--- config.mk ---
export PLATFORM = sky130hd
export DESIGN_NAME = hcbc_ctrl
export DESIGN_NICKNAME = d
export VERILOG_FILES = /design/src/rtl/core/hcbc_pkg.sv /design/src/rtl/core/hcbc_ctrl.sv
export SDC_FILE = /design/constraint.sdc
export NUM_CORES = 1
export LEC_CHECK = 0
export BUFFER_PORTS_ARGS = -buffer_cell sky130_fd_sc_hd__buf_4
export CORE_UTILIZATION = 49
export DETAILED_ROUTE_END_ITERATION = 8
export GPL_TIMING_DRIVEN = 0
export PLACE_DENSITY = 0.83
export SYNTH_ARGS = -nofsm -noshare
export SYNTH_HDL_FRONTEND = slang
export SYNTH_SLANG_ARGS = --single-unit
--- constraint.sdc ---
create_clock -name i_clk -period 2.36 [get_ports i_clk]
set_clock_uncertainty 0.05 [all_clocks]
set_input_delay 0.354 -clock i_clk [delete_from_list [all_inputs] [get_ports i_clk]]
set_output_delay 0.354 -clock i_clk [all_outputs]
set_load 0.01 [all_outputs]
--- src/rtl/core/hcbc_pkg.sv ---
// shared types and constants for the hashed coverage bitmap counter
// used by hcbc_ctrl, hcbc_dp and hashed_coverage_bitmap_counter; no dependencies
`default_nettype none

package hcbc_pkg;

    localparam int MAP_INDEX_BITS = 16;
    localparam int MAP_DEPTH      = 1 << MAP_INDEX_BITS;

    localparam logic [31:0] HASH_GOLDEN = 32'h9E37_79B1;
    localparam logic [31:0] SALT_STORE  = 32'hAAAA_AAAA;
    localparam logic [31:0] SALT_LOAD   = 32'h5555_5555;
    localparam logic [31:0] HASH_TOGGLE = 32'hDEAD_BEEF;
    localparam logic [31:0] HASH_FSM    = 32'hCAFE_BABE;
    localparam logic [7:0]  COUNT_MAX   = 8'hFF;

    // event codes
    localparam logic [1:0] OP_INSTR  = 2'd0;
    localparam logic [1:0] OP_MEM    = 2'd1;
    localparam logic [1:0] OP_REG    = 2'd2;
    localparam logic [1:0] OP_STRUCT = 2'd3;

    // which hash a bump uses
    localparam logic [1:0] SEL_SINGLE = 2'd0;
    localparam logic [1:0] SEL_LINE   = 2'd1;
    localparam logic [1:0] SEL_TOGGLE = 2'd2;
    localparam logic [1:0] SEL_FSM    = 2'd3;

    typedef struct packed {
        logic [1:0]  operation;
        logic [31:0] program_counter;
        logic [31:0] access_address;
        logic        is_store;
        logic [7:0]  register_number;
        logic [31:0] register_value;
        logic [31:0] line_metric;
        logic [31:0] toggle_metric;
        logic [31:0] fsm_metric;
    } t_cov_req;

    typedef struct packed {
        logic [15:0] map_index;
        logic [7:0]  hit_count;
        logic        was_saturated;
        logic        last_of_run;
    } t_cov_res;

    typedef struct packed {
        logic                      load;
        logic                      hash;
        logic                      read;
        logic                      write;
        logic                      clear;
        logic                      last;
        logic [1:0]                sel;
        logic [MAP_INDEX_BITS-1:0] clr_addr;
    } t_cov_cmd;

endpackage

`default_nettype wire

--- src/rtl/core/hcbc_ctrl.sv ---
// controller: clearing pass, request sequencing and the enable register
// depends on hcbc_pkg
`default_nettype none

module hcbc_ctrl (
    input  wire logic                 i_clk,
    input  wire logic                 i_rst_n,
    input  wire logic                 i_start,
    input  wire logic [1:0]           i_op,
    input  wire logic                 i_cfg_valid,
    input  wire logic                 i_cfg_data,
    output logic                      o_cfg_ready,
    output logic                      o_busy,
    output hcbc_pkg::t_cov_cmd        o_cmd
);

    localparam logic [2:0] ST_CLEAR = 3'd0;
    localparam logic [2:0] ST_IDLE  = 3'd1;
    localparam logic [2:0] ST_HASH  = 3'd2;
    localparam logic [2:0] ST_READ  = 3'd3;
    localparam logic [2:0] ST_WRITE = 3'd4;

    logic [2:0]                          r_state, n_state;
    logic [1:0]                          r_sel, n_sel;
    logic [hcbc_pkg::MAP_INDEX_BITS-1:0] r_clr_addr, n_clr_addr;
    logic                                r_enable;
    logic                                last_bump;

    assign o_cfg_ready = 1'b1;
    assign o_busy      = (r_state != ST_IDLE);
    assign last_bump   = (r_sel == hcbc_pkg::SEL_SINGLE) || (r_sel == hcbc_pkg::SEL_FSM);

    always_comb begin
        n_state       = r_state;
        n_sel         = r_sel;
        n_clr_addr    = r_clr_addr;
        o_cmd         = '0;
        o_cmd.sel     = r_sel;
        o_cmd.last    = last_bump;
        o_cmd.clr_addr = r_clr_addr;
        case (r_state)
            ST_CLEAR: begin
                o_cmd.clear = 1'b1;
                n_clr_addr  = r_clr_addr + 1'b1;
                if (&r_clr_addr) begin
                    n_state = ST_IDLE;
                end
            end
            ST_IDLE: begin
                if (i_start && r_enable) begin
                    o_cmd.load = 1'b1;
                    n_state    = ST_HASH;
                    n_sel      = (i_op == hcbc_pkg::OP_STRUCT) ? hcbc_pkg::SEL_LINE
                                                               : hcbc_pkg::SEL_SINGLE;
                end
            end
            ST_HASH: begin
                o_cmd.hash = 1'b1;
                n_state    = ST_READ;
            end
            ST_READ: begin
                o_cmd.read = 1'b1;
                n_state    = ST_WRITE;
            end
            ST_WRITE: begin
                o_cmd.write = 1'b1;
                if (last_bump) begin
                    n_state = ST_IDLE;
                end else begin
                    n_sel   = r_sel + 2'd1;
                    n_state = ST_HASH;
                end
            end
            default: begin
                n_state = ST_IDLE;
            end
        endcase
    end

    always_ff @(posedge i_clk) begin
        if (!i_rst_n) begin
            r_state    <= ST_CLEAR;
            r_sel      <= hcbc_pkg::SEL_SINGLE;
            r_clr_addr <= '0;
            r_enable   <= 1'b0;
        end else begin
            r_state    <= n_state;
            r_sel      <= n_sel;
            r_clr_addr <= n_clr_addr;
            if (i_cfg_valid && o_cfg_ready) begin
                r_enable <= i_cfg_data;
            end
        end
    end

endmodule

`default_nettype wire

* After elaboration in Yosys (flattened, before gate mapping)
Cells that the tools add are included.
** Word-level totals
- Bits of input ports :: 7
- Flip-flop bits (word level) :: 22
- Output and inout bits :: 26
- Logic and storage cells :: 38
** Operators by class
- $add $sub $neg :: 2
- Reductions and logical operators :: 8
- Muxes and demuxes :: 14
- Equality and inequality tests :: 10
** Operator list (count)
- $add 16x1->16 const B :: 1
- $reduce_and 16->1 :: 1
- $pmux 3 s5 :: 1
- $mux 1 :: 7
- $eq 3x2->1 const B :: 2
- $mux 2 :: 3
- $mux 3 :: 2
- $ne 2x2->1 const B :: 3
- $eq 2x2->1 const B :: 2
- $pmux 2 s2 :: 1
- $eq 3x1->1 const B :: 1
- $eq 3x3->1 const B :: 1
- $logic_not 3->1 :: 1
- $ne 3x1->1 const B :: 1
- $reduce_and 3->1 :: 1
- $add 2x1->2 const B :: 1
- $logic_not 2->1 :: 1
- $reduce_and 2->1 :: 1
- $reduce_bool 2->1 :: 1
- $logic_and 1x1->1 :: 1
- $logic_or 1x1->1 :: 1

* Logic depth before layout (Yosys ltp)
- Depth after elaboration :: 4
- Depth in mapped cells :: 6
- Gate-level depth less buffers :: 5

* Worst setup path after synthesis
Ideal clock, no wire load.
- Path kind :: reg2reg
- Start point :: register r_state[2]
- End point :: register r_clr_addr[14] (netlist name)
- Library setup time :: 0.072 ns
- Data arrival time :: 1.594 ns
- Period minus slack after synthesis :: 1.716 ns
- Slack :: 0.644 ns
- Cell stages (with the launch flop) :: 6
- Cells stage by stage :: dfxtp_1 -> or3_1 -> buf_6 -> or2_4 -> or4_1 -> a21oi_1
** On the way
- Cells in the longest elaborated chain, start to end :: 1
** Ends and longest elaborated chain
- start: declaration :: RTL line hcbc_ctrl.sv:23 : logic [2:0] r_state, n_state;
- start signal: assignment :: RTL line hcbc_ctrl.sv:87 : r_state <= n_state;
- $logic_not 3->1 :: RTL line hcbc_ctrl.sv:41 : case (r_state)
- end signal: assignment :: RTL line hcbc_ctrl.sv:89 : r_clr_addr <= n_clr_addr;
- end: declaration :: RTL line hcbc_ctrl.sv:25 : logic [hcbc_pkg::MAP_INDEX_BITS-1:0] r_clr_addr, n_clr_addr;
Every way passes these cells.
A chain may end at the register's enable or synchronous reset.

==> results.sh <==
export IMPL_vdd_drop_max_v=0.000336
export IMPL_crit_slowest_cell="or3b_2"
export IMPL_setup_viol=0
export IMPL_async_flop_share_pct=0
export IMPL_synth_top_family_by_area="simple AND/OR/NAND/NOR gates"
export IMPL_gp_congestion=0.778
export IMPL_die_h_um=48.3
export IMPL_overflow=0
export IMPL_syn_nets=128
export IMPL_synthMuxAreaShare_pct=0.955
export IMPL_critPathLaunchType="flip-flop"
export IMPL_final_core_util_pct=68.2
export IMPL_synth_xor_area_share_pct=10.9
export IMPL_r2r_slack_ns=0.48
export IMPL_pwr_density_cell_nw_per_um2=462
export IMPL_hold_path_endpoint="r_enable"
export IMPL_cts_tree="done"
export IMPL_post_route_min_period_ns=2.06
export IMPL_crit_required_ns=1.96
export IMPL_initial_core_util_pct=52.9
export IMPL_max_stage_delay_ns=0.45
export IMPL_diodes=0
export IMPL_clk_root_buffer_cell="clkbuf_4"
export IMPL_synth_top_area_share_pct=42.0
export IMPL_crit_family="simple AND/OR/NAND/NOR gates"
export IMPL_detail_route_antenna_nets=0
export IMPL_syn_mean_instance_area_um2=8.74
export IMPL_via_per_inst=5.51
export IMPL_p_leak_nw=0.576
export IMPL_final_cell_mix="buf_4 (33), dfxtp_1 (22), nor2_1 (14)"
export IMPL_grt_pass1_vias=835
export IMPL_maxCapViolCount=0
export IMPL_cts_resized_gates=0
export IMPL_wirelength_um=2320
export IMPL_synth_ff_type="dfxtp_1"
export IMPL_htreeDepth=1
export IMPL_synth_edff_count=0
export IMPL_holdPathStages=3
export IMPL_grt_first_pass_wirelength_um=3520
export IMPL_synthSimpleGateAreaFrac_pct=30.4
export IMPL_netlist_top_cells_area="dfxtp_1 (42%), xnor2_1 (6.7%), nor2_1 (5.0%)"
export IMPL_final_nets=164
export IMPL_mostFrequentLayoutCell="buf_4"
export IMPL_critical_path_buf_inv_count=2
export IMPL_syn2layout_area_growth_pct=28.9
export IMPL_detail_route_wl_per_cell_um=12.7
export IMPL_antenna_found_initial=0
export IMPL_synth_fa_ha_area_share_pct=1.19
export IMPL_synth_top_area_cell="dfxtp_1"
export IMPL_syn_instance_count=120
export IMPL_dp_slack_ns=0.554
export IMPL_regToRegStartpoint="r_clr_addr[0]"
export IMPL_yosys_warnings=0
export IMPL_synth_seq_area_share_pct=42.0
export IMPL_cts_buffers_inserted=3
export IMPL_hp_class="input port to flip-flop"
export IMPL_status="completed"
export IMPL_period_share_pct=87.1
export IMPL_fin_ws_ns=0.305
export IMPL_clk_pin_slew_worst_paths_ns=0.11
export IMPL_postCtsSetupRepairBufs=0
export IMPL_tns_ns=0
export IMPL_synthesis_area_um2=1050
export IMPL_critical_path_startpoint="r_state[0]"
export IMPL_drive_gt1_share_pct=26.5
export IMPL_grt_setup_unrepaired="no"
export IMPL_firstDrtPassIters=6
export IMPL_io_pins=33
export IMPL_clock_latency_ns=0.30
export IMPL_grt_max_degree=13
export IMPL_end_kind="output port"
export IMPL_design_die_area_um2=2330
export IMPL_via_count=1002
export IMPL_port_buffers=31
export IMPL_core_area_um2=1980
export IMPL_cp_max_fo=6
export IMPL_cts_sinks=22
export IMPL_hold_start="i_cfg_data"
export IMPL_r2r_end="r_clr_addr[14]"
export IMPL_cts_path_max_buffers=2
export IMPL_num_rows=16
export IMPL_hold_slack_ns=0.241
export IMPL_synth_compound_area_share_pct=10.1
export IMPL_synth_distinct_cells=34
export IMPL_dp_hpwl_um=1710
export IMPL_worstSetupPathType="flip-flop to output port"
export IMPL_slew_viol_final=0
export IMPL_ys_seq_elements=22
export IMPL_cp_arrival_ns=1.65
export IMPL_rr_worst_depth=5
export IMPL_cp_cell_sequence="or3b_2 -> clkbuf_1 -> nor2_1 -> buf_4"
export IMPL_fmax_ghz=0.487
export IMPL_ctsHoldBuffers=0
export IMPL_drtIter0Drc=26
export IMPL_drc=0
export IMPL_grt_use_total_pct=21.4
export IMPL_dieWidth_um=48.3
export IMPL_timing_hold_violations_final=0
## layout make-up
type	count	area [um2]
fill	168	631
inverter	2	8.76
tap	27	33.8
multi-input combinational	91	566
sequential	22	440
clock buffer	4	36.3
buffer	5	33.8
timing repair buffer	31	233
## cell families after synthesis
kind of cell	count (synthesis)
simple gates	59
buf+inv	7
fa+ha+maj	1
xor+xnor	13
mux	1
flops	22
compound gates	16
other cells	1
## worst max-delay path by stage
stage / to / slack [ns] / cells past startpoint
4_1_cts: o_cmd[23] / 0.31 / 4
3_3_place_gp: r_clr_addr[14] / 0.59 / 4
3_5_place_dp: r_clr_addr[14] / 0.55 / 5
2_1_floorplan: r_clr_addr[14] / 0.64 / 5
5_1_grt: o_cmd[23] / 0.20 / 4
6_report: o_cmd[23] / 0.30 / 4
## cells in the mapped netlist (2+ instances only)
library cell / instances
xor2_1: 5
nor4_1: 3
nor3b_1: 2
and3_1: 2
nand4_1: 5
buf_4: 2
clkbuf_1: 2
nand2_1: 9
or4_1: 3
and4_1: 2
xnor2_1: 8
nor2b_1: 2
o31ai_1: 3
or3_1: 2
nand3_1: 5
o211a_1: 3
nor3_1: 3
and2_1: 2
a21oi_1: 6
o21ai_0: 3
dfxtp_1: 22
nor2_1: 14
## layer usage
metal | vias up | wire length [um] | GRT usage [%]
li1 | 495 | - | -
met1 | 476 | 1090 | 28.9
met2 | 29 | 1130 | 32.0
met3 | 2 | 88 | 4.81
met4 | 0 | 8 | 10.6
met5 | - | 0 | 0
## where the power goes
| group | internal [mW] | leakage, nW | switching [mW] | total [mW] |
|---|---|---|---|---|
| Clock | 0.0942 | 0.0210 | 0.110 | 0.204 |
| Sequential | 0.377 | 0.178 | 0.00639 | 0.383 |
| Combinational | 0.0193 | 0.377 | 0.0168 | 0.0362 |
## registers in the layout, indices dropped and copies added, names as in the netlist
| signal | cells |
|---|---|
| r_sel | 2 |
| r_clr_addr | 16 |
| r_enable | 1 |
| r_state | 3 |
## through the flow
step	instances	area (um2)	total power [mW]
2_1_floorplan	120	1050	0.408
3_3_place_gp	178	1320	0.426
3_5_place_dp	178	1320	0.428
4_1_cts	182	1350	0.629
5_1_grt	182	1350	0.651
6_report	182	1350	0.624
## worst reg2reg max path: stages (launching register included)
cell,delay (ns)
dfxtp_1,0.44
ha_1,0.20
nand3_1,0.23
or2_4,0.32
or4_1,0.41
a21oi_1,0.16
(Power assumes the default switching activity.)
